==> config.mk <==
export PLATFORM = sky130hd
export DESIGN_NAME = decimal_key_polynomial_hash
export DESIGN_NICKNAME = d
export VERILOG_FILES = /design/src/design/dkph_pkg.sv /design/src/design/decimal_key_polynomial_hash.sv
export SDC_FILE = /design/constraint.sdc
export NUM_CORES = 1
export LEC_CHECK = 0
export BUFFER_PORTS_ARGS = -buffer_cell sky130_fd_sc_hd__buf_2
export CAP_MARGIN = 20
export CELL_PAD_IN_SITES_DETAIL_PLACEMENT = 1
export CELL_PAD_IN_SITES_GLOBAL_PLACEMENT = 2
export CORE_MARGIN = 8
export CORE_UTILIZATION = 45
export CTS_CLUSTER_DIAMETER = 60
export CTS_CLUSTER_SIZE = 12
export DETAILED_ROUTE_END_ITERATION = 8
export GPL_ROUTABILITY_DRIVEN = 0
export PLACE_DENSITY_LB_ADDON = 0.3
export SLEW_MARGIN = 20
export SYNTH_ARGS = -nofsm -noshare
export SYNTH_HDL_FRONTEND = slang
export SYNTH_SLANG_ARGS = --single-unit
==> constraint.sdc <==
create_clock -name aclk -period 21.4 [get_ports aclk]
set_clock_uncertainty 0.2 [all_clocks]
set_input_delay 3.21 -clock aclk [delete_from_list [all_inputs] [get_ports aclk]]
set_output_delay 3.21 -clock aclk [all_outputs]
set_load 0.05 [all_outputs]
==> src/design/dkph_pkg.sv <==
`timescale 1ns / 1ps

package dkph_pkg;

    localparam int KEY_W     = 16;
    localparam int BUCKET_W  = 16;
    localparam int MULT_W    = 16;
    localparam int TSIZE_W   = 15;
    localparam int HASH_W    = 32;
    localparam int MAG_W     = 17;
    localparam int DIGIT_W   = 4;
    localparam int NUM_DIGITS = 5;
    localparam int DIG_IDX_W = 3;
    localparam int DIV_CNT_W = 5;
    localparam int CFG_IDX_W = 2;
    localparam int CFG_DATA_W = 16;
    localparam int CHAR_W    = 8;

    localparam logic [MULT_W-1:0] DIV10_RECIP = 16'hCCCD;
    localparam int                DIV10_SHIFT = 19;

    localparam logic [CHAR_W-1:0] ASCII_ZERO  = 8'h30;
    localparam logic [CHAR_W-1:0] ASCII_MINUS = 8'h2D;

    localparam logic [CFG_IDX_W-1:0] CFG_MULTIPLIER = 2'd0;
    localparam logic [CFG_IDX_W-1:0] CFG_TABLE_SIZE = 2'd1;

    localparam logic [MULT_W-1:0]  MULT_RESET  = 16'd31;
    localparam logic [TSIZE_W-1:0] TSIZE_RESET = 15'd16;

endpackage

==> src/design/decimal_key_polynomial_hash.sv <==
`timescale 1ns / 1ps
// a key of d = 1..5 digits is split into decimal digits, folded into the hash and then reduced
// modulo the table size; one 32x16 multiplier serves digit split and hash fold,
// and a 1-bit-per-cycle restoring divider forms the remainder
// one key at a time: a new key is taken only in idle, after the last result has been
// moved to the output register; a new key is taken while a result waits
// reset: aresetn synchronous active low, returns to idle, multiplier 31, table size 16
module decimal_key_polynomial_hash (
    input  logic                               aclk,
    input  logic                               aresetn,
    input  logic                               s_tvalid,
    output logic                               s_tready,
    input  logic [dkph_pkg::KEY_W-1:0]         s_tdata,   // key_id
    output logic                               m_tvalid,
    input  logic                               m_tready,
    output logic [dkph_pkg::BUCKET_W-1:0]      m_tdata,   // bucket_index
    input  logic                               cfg_wr_en,
    input  logic [dkph_pkg::CFG_IDX_W-1:0]     cfg_wr_index,
    input  logic [dkph_pkg::CFG_DATA_W-1:0]    cfg_wr_data
);

    typedef enum logic [2:0] {
        ST_IDLE,
        ST_CONV,
        ST_HASH,
        ST_ABS,
        ST_DIV,
        ST_DONE
    } state_t;

    state_t                              state_reg;
    logic [dkph_pkg::MAG_W-1:0]          mag_reg;
    logic                                neg_reg;
    logic [dkph_pkg::DIGIT_W-1:0]        dig_reg [dkph_pkg::NUM_DIGITS];
    logic [dkph_pkg::DIG_IDX_W-1:0]      nd_reg;
    logic [dkph_pkg::DIG_IDX_W-1:0]      idx_reg;
    logic [dkph_pkg::HASH_W-1:0]         h_reg;
    logic [dkph_pkg::HASH_W-1:0]         quo_reg;
    logic [dkph_pkg::TSIZE_W-1:0]        rem_reg;
    logic [dkph_pkg::DIV_CNT_W-1:0]      cnt_reg;
    logic                                hneg_reg;
    logic                                m_tvalid_reg;
    logic [dkph_pkg::BUCKET_W-1:0]       m_tdata_reg;
    logic [dkph_pkg::MULT_W-1:0]         mult_reg;
    logic [dkph_pkg::TSIZE_W-1:0]        tsize_reg;

    // shared multiplier
    logic [dkph_pkg::HASH_W-1:0]               mul_a;
    logic [dkph_pkg::MULT_W-1:0]               mul_b;
    logic [dkph_pkg::HASH_W+dkph_pkg::MULT_W-1:0] prod;

    logic [dkph_pkg::MAG_W-1:0]          quot10;
    logic [dkph_pkg::MAG_W-1:0]          quot10_x10;
    logic [dkph_pkg::MAG_W-1:0]          rem10_full;
    logic [dkph_pkg::DIGIT_W-1:0]        rem10;
    logic [dkph_pkg::CHAR_W-1:0]         hash_char;
    logic [dkph_pkg::HASH_W-1:0]         h_next;

    // divider step
    logic [dkph_pkg::TSIZE_W:0]          div_trial;
    logic [dkph_pkg::TSIZE_W:0]          div_diff;
    logic                                div_ge;
    logic [dkph_pkg::TSIZE_W-1:0]        rem_next;
    logic [dkph_pkg::BUCKET_W-1:0]       bucket;
    logic                                out_free;
    logic [dkph_pkg::KEY_W-1:0]          key_abs;

    always_comb begin
        if (state_reg == ST_CONV) begin
            mul_a = {{(dkph_pkg::HASH_W-dkph_pkg::MAG_W){1'b0}}, mag_reg};
            mul_b = dkph_pkg::DIV10_RECIP;
        end else begin
            mul_a = h_reg;
            mul_b = mult_reg;
        end
        prod = {{dkph_pkg::MULT_W{1'b0}}, mul_a} * {{dkph_pkg::HASH_W{1'b0}}, mul_b};
    end

    assign quot10     = prod[dkph_pkg::DIV10_SHIFT +: dkph_pkg::MAG_W];
    assign quot10_x10 = (quot10 << 3) + (quot10 << 1);
    assign rem10_full = mag_reg - quot10_x10;
    assign rem10      = rem10_full[dkph_pkg::DIGIT_W-1:0];

    assign hash_char = dkph_pkg::ASCII_ZERO
                     + {{(dkph_pkg::CHAR_W-dkph_pkg::DIGIT_W){1'b0}}, dig_reg[idx_reg]};
    assign h_next    = prod[dkph_pkg::HASH_W-1:0]
                     + {{(dkph_pkg::HASH_W-dkph_pkg::CHAR_W){1'b0}}, hash_char};

    assign div_trial = {rem_reg, quo_reg[dkph_pkg::HASH_W-1]};
    assign div_diff  = div_trial - {1'b0, tsize_reg};
    assign div_ge    = div_trial >= {1'b0, tsize_reg};
    assign rem_next  = div_ge ? div_diff[dkph_pkg::TSIZE_W-1:0]
                              : div_trial[dkph_pkg::TSIZE_W-1:0];

    always_comb begin
        if (tsize_reg == '0) begin
            bucket = '0;
        end else if (hneg_reg) begin
            bucket = {{(dkph_pkg::BUCKET_W-dkph_pkg::TSIZE_W){1'b0}}, rem_reg};
            bucket = -bucket;
        end else begin
            bucket = {{(dkph_pkg::BUCKET_W-dkph_pkg::TSIZE_W){1'b0}}, rem_reg};
        end
    end

    assign key_abs  = s_tdata[dkph_pkg::KEY_W-1] ? (~s_tdata + 1'b1) : s_tdata;
    assign out_free = !m_tvalid_reg || m_tready;
    assign s_tready = (state_reg == ST_IDLE);
    assign m_tvalid = m_tvalid_reg;
    assign m_tdata  = m_tdata_reg;

    always_ff @(posedge aclk) begin
        if (!aresetn) begin
            state_reg    <= ST_IDLE;
            m_tvalid_reg <= 1'b0;
            mult_reg     <= dkph_pkg::MULT_RESET;
            tsize_reg    <= dkph_pkg::TSIZE_RESET;
            nd_reg       <= '0;
            cnt_reg      <= '0;
        end else begin
            if (cfg_wr_en) begin
                if (cfg_wr_index == dkph_pkg::CFG_MULTIPLIER) begin
                    mult_reg <= cfg_wr_data;
                end else if (cfg_wr_index == dkph_pkg::CFG_TABLE_SIZE) begin
                    tsize_reg <= cfg_wr_data[dkph_pkg::TSIZE_W-1:0];
                end
            end

            if (m_tvalid_reg && m_tready && state_reg != ST_DONE) begin
                m_tvalid_reg <= 1'b0;
            end

            unique case (state_reg)
                ST_IDLE: begin
                    if (s_tvalid) begin
                        // most negative key gives 0x8000, read as 32768
                        mag_reg   <= {1'b0, key_abs};
                        neg_reg   <= s_tdata[dkph_pkg::KEY_W-1];
                        nd_reg    <= '0;
                        state_reg <= ST_CONV;
                    end
                end
                ST_CONV: begin
                    dig_reg[nd_reg] <= rem10;
                    mag_reg         <= quot10;
                    nd_reg          <= nd_reg + 1'b1;
                    if (quot10 == '0
                        || nd_reg == dkph_pkg::DIG_IDX_W'(dkph_pkg::NUM_DIGITS - 1)) begin
                        idx_reg   <= nd_reg;
                        h_reg     <= neg_reg
                            ? {{(dkph_pkg::HASH_W-dkph_pkg::CHAR_W){1'b0}},
                               dkph_pkg::ASCII_MINUS}
                            : '0;
                        state_reg <= ST_HASH;
                    end
                end
                ST_HASH: begin
                    h_reg   <= h_next;
                    idx_reg <= idx_reg - 1'b1;
                    if (idx_reg == '0) begin
                        state_reg <= ST_ABS;
                    end
                end
                ST_ABS: begin
                    hneg_reg  <= h_reg[dkph_pkg::HASH_W-1];
                    quo_reg   <= h_reg[dkph_pkg::HASH_W-1] ? (~h_reg + 1'b1) : h_reg;
                    rem_reg   <= '0;
                    cnt_reg   <= '0;
                    state_reg <= ST_DIV;
                end
                ST_DIV: begin
                    rem_reg <= rem_next;
                    quo_reg <= quo_reg << 1;
                    cnt_reg <= cnt_reg + 1'b1;
                    if (cnt_reg == '1) begin
                        state_reg <= ST_DONE;
                    end
                end
                ST_DONE: begin
                    if (out_free) begin
                        m_tvalid_reg <= 1'b1;
                        m_tdata_reg  <= bucket;
                        state_reg    <= ST_IDLE;
                    end
                end
                default: begin
                    state_reg <= ST_IDLE;
                end
            endcase
        end
    end

    // an accepted key keeps the input closed on the next cycle
    assert property (@(posedge aclk) disable iff (!aresetn)
        (s_tvalid && s_tready) |=> !s_tready)
        else $error("input taken again right after a transfer");

    // at most five digits are ever produced
    assert property (@(posedge aclk) disable iff (!aresetn)
        nd_reg <= dkph_pkg::DIG_IDX_W'(dkph_pkg::NUM_DIGITS))
        else $error("digit count overflow");

    // each produced digit is a decimal digit
    assert property (@(posedge aclk) disable iff (!aresetn)
        (state_reg == ST_CONV) |-> (rem10_full < dkph_pkg::MAG_W'(10)))
        else $error("digit split out of range");

    // partial remainder stays below the divisor
    assert property (@(posedge aclk) disable iff (!aresetn)
        (state_reg == ST_DIV && tsize_reg != '0) |-> (rem_reg < tsize_reg))
        else $error("divider remainder out of range");

    // a waiting result stays valid until it is taken
    assert property (@(posedge aclk) disable iff (!aresetn)
        (m_tvalid && !m_tready) |=> m_tvalid)
        else $error("pending result dropped");

endmodule
==> summary.txt <==
Run status
  • Status: complete, no violations

Clock tree
  • Clk pin slew, worst setup/hold paths: 0.08 ns
  • Cts-stage hold buffer count: 0
  • H-tree Lvls: 4
  • Clk_lat worst skew: 0.47 ns
  • CTS Buf Count: 17
  • CTS tree: yes
  • Worst-case clock buffer depth: 2
  • Clock sinks: 183
  • Clock root buffer: clkbuf_16
  • Setup bufs post-CTS: 0
  • Post-CTS resize count: 0

Synth
  • Seq/Total Area, Yosys: 21.5%
  • Ys flop type: edfxtp_1
  • Synthesized Nets: 3122
  • Yosys cell types: 78
  • Post-Syn Area: 23500 um^2
  • Synth top area share: 30.5%
  • Synth Warn #: 0
  • Synth area leader: fa_1
  • Yosys reg bits: 183
  • Number of synthesized flops with an enable pin: 137
  • Syn Inst Count: 2621
  • Top post-synthesis cells by area: fa_1, edfxtp_1, nand2_1, inv_1, ha_1
  • Syn avg cell area: 8.95 um^2
  • Post-synthesis async set-or-reset flop share: 0%

Route
  • Drt pass-1 iters: 6
  • WL final: 76.9 mm
  • Post-route antenna net violation count: 0
  • 1st-iter DRT viols: 1378
  • Wirelength per Cell: 23.5 um
  • Via density: 5.68
  • DRC viols: 0
  • Routed vias: 18600

Layout
  • Commonest non-fill, non-tap cell in the layout: nand2_1
  • Most frequent cells in the layout: nand2_1, inv_1, fa_1
  • P&R area growth vs syn: 5.98%
  • Fin nets: 3080
  • Layout cells sized above 1: 5.75%
  • Final core utilization: 48.3%

Timing
  • Crit path time final: 10.95 ns
  • # setup viols final: 0
  • Fmax: 91.4 MHz
  • Slew @ Worst Pin: 1.06 ns
  • Worst slew margin: 28.8%
  • Setup_tns: 0 ns
  • Fin crit share: 51.2%
  • RSZ-0062 raised after global routing: no
  • Final Max Tran Viols: 0
  • Final hold violations: 0

Setup path
  • R2R depth: 26
  • Critical Path Max Stage Delay: 0.87 ns
  • Worst path slowest cell: or3_4
  • CP max FO: 92
  • CP Class: reg -> reg
  • WP data required: 21.31 ns
  • Most used cell, CP: fa_1
  • Startpoint types: flip-flop
  • Endpoint type of the worst setup path: flip-flop
  • Crit path DAT: 10.86 ns

Worst hold path
  • Hold Path Class: reg -> reg
  • WHS Path Cells: 2

Global routing
  • Antenna violations before repair: 2
  • Vias in the first global route: 20700
  • GRT Util Overall: 26.4%
  • Gr ovfl total: 0
  • First-pass GRT wire length: 122 mm
  • Largest net degree at the start of global routing: 93

Floorplan
  • Die width: 244 um
  • Row count: 83
  • Core area: 51400 um^2
  • Initial Util: 45.6%
  • IO Pins: 57
  • Die ar.: 59700 um^2
  • Die Height: 244 um

Placement
  • Buffers on Ports: 56
  • Final HPWL DP: 60.2 mm

Flow run
  • Max cap viols: 0
## logic make-up after synthesis
family          count (synthesis)  synth area share, %
xor+xnor                      137                 5.15
flops                         183                 21.5
compound gates                311                 8.54
simple gates                  955                 18.5
mux                            28                 1.50
buf+inv                       545                 8.77
fa+ha+maj                     462                 36.1
## cells in the mapped netlist, drive strengths merged, types with 5 or more instances
cell	n
xor2	74
nand4	11
ha	105
a21o	26
inv	404
o41ai	10
edfxtp	137
mux2i	15
nor3b	5
and3	113
clkbuf	136
fa	357
o31ai	17
nand3	32
o21a	9
nor2b	18
or3	16
nor2	179
o211ai	7
mux2	9
nor3	25
and2	25
or2	5
nor4	9
dfxtp	46
xnor2	63
nand2b	21
a21boi	28
buf	5
a211oi	6
or4	11
o21ai	114
a21oi	58
nand2	474
## final timing paths
check	slack [ns]	startpoint	end
max	10.45	state_reg[2]	h_reg[25]
min reg2reg	0.30	tsize_reg[9]	tsize_reg[9]
min	0.30	tsize_reg[9]	tsize_reg[9]
max reg2reg	10.45	state_reg[2]	h_reg[25]
## metrics by stage
step	worst slack, ns	area [um^2]	instances	hold slack [ns]
after detailed placement	10.59	24300	3240	0.290
after global placement	10.90	24300	3240	0.276
after floorplan	12.48	23500	2621	0.224
after global routing	9.96	24900	3272	0.325
final	10.45	24900	3273	0.297
after CTS	10.52	24800	3272	0.299
## metal layers
metal	GRT usage (%)	vias to the layer above	share of wire (%)
met4	7.94	2	2.7
met1	35.7	9579	44
li1	-	8262	-
met2	42.3	599	46
met5	0	-	0.016
met3	5.82	141	7.1
## critical path, delay by kind of cell (launching register included)
family	cells	cell delay, ns
compound gates	5	1.37
fa+ha+maj	7	3.37
simple gates	7	2.82
buf+inv	6	1.53
flops	1	0.67
xor+xnor	1	0.55
## layout make-up
cell class | instances | area, um^2
Fill cell | 5979 | 26600
Clock inverter | 12 | 140
Clock buffer | 20 | 437
Sequential cell | 183 | 5030
Antenna cell | 1 | 2.50
Multi-Input combinational cell | 1893 | 16400
Tap cell | 680 | 851
Inverter | 404 | 1520
Timing Repair Buffer | 80 | 460
Power is not shown: default switching activity piles up to over one toggle a cycle in this logic, so the estimate is an artifact.
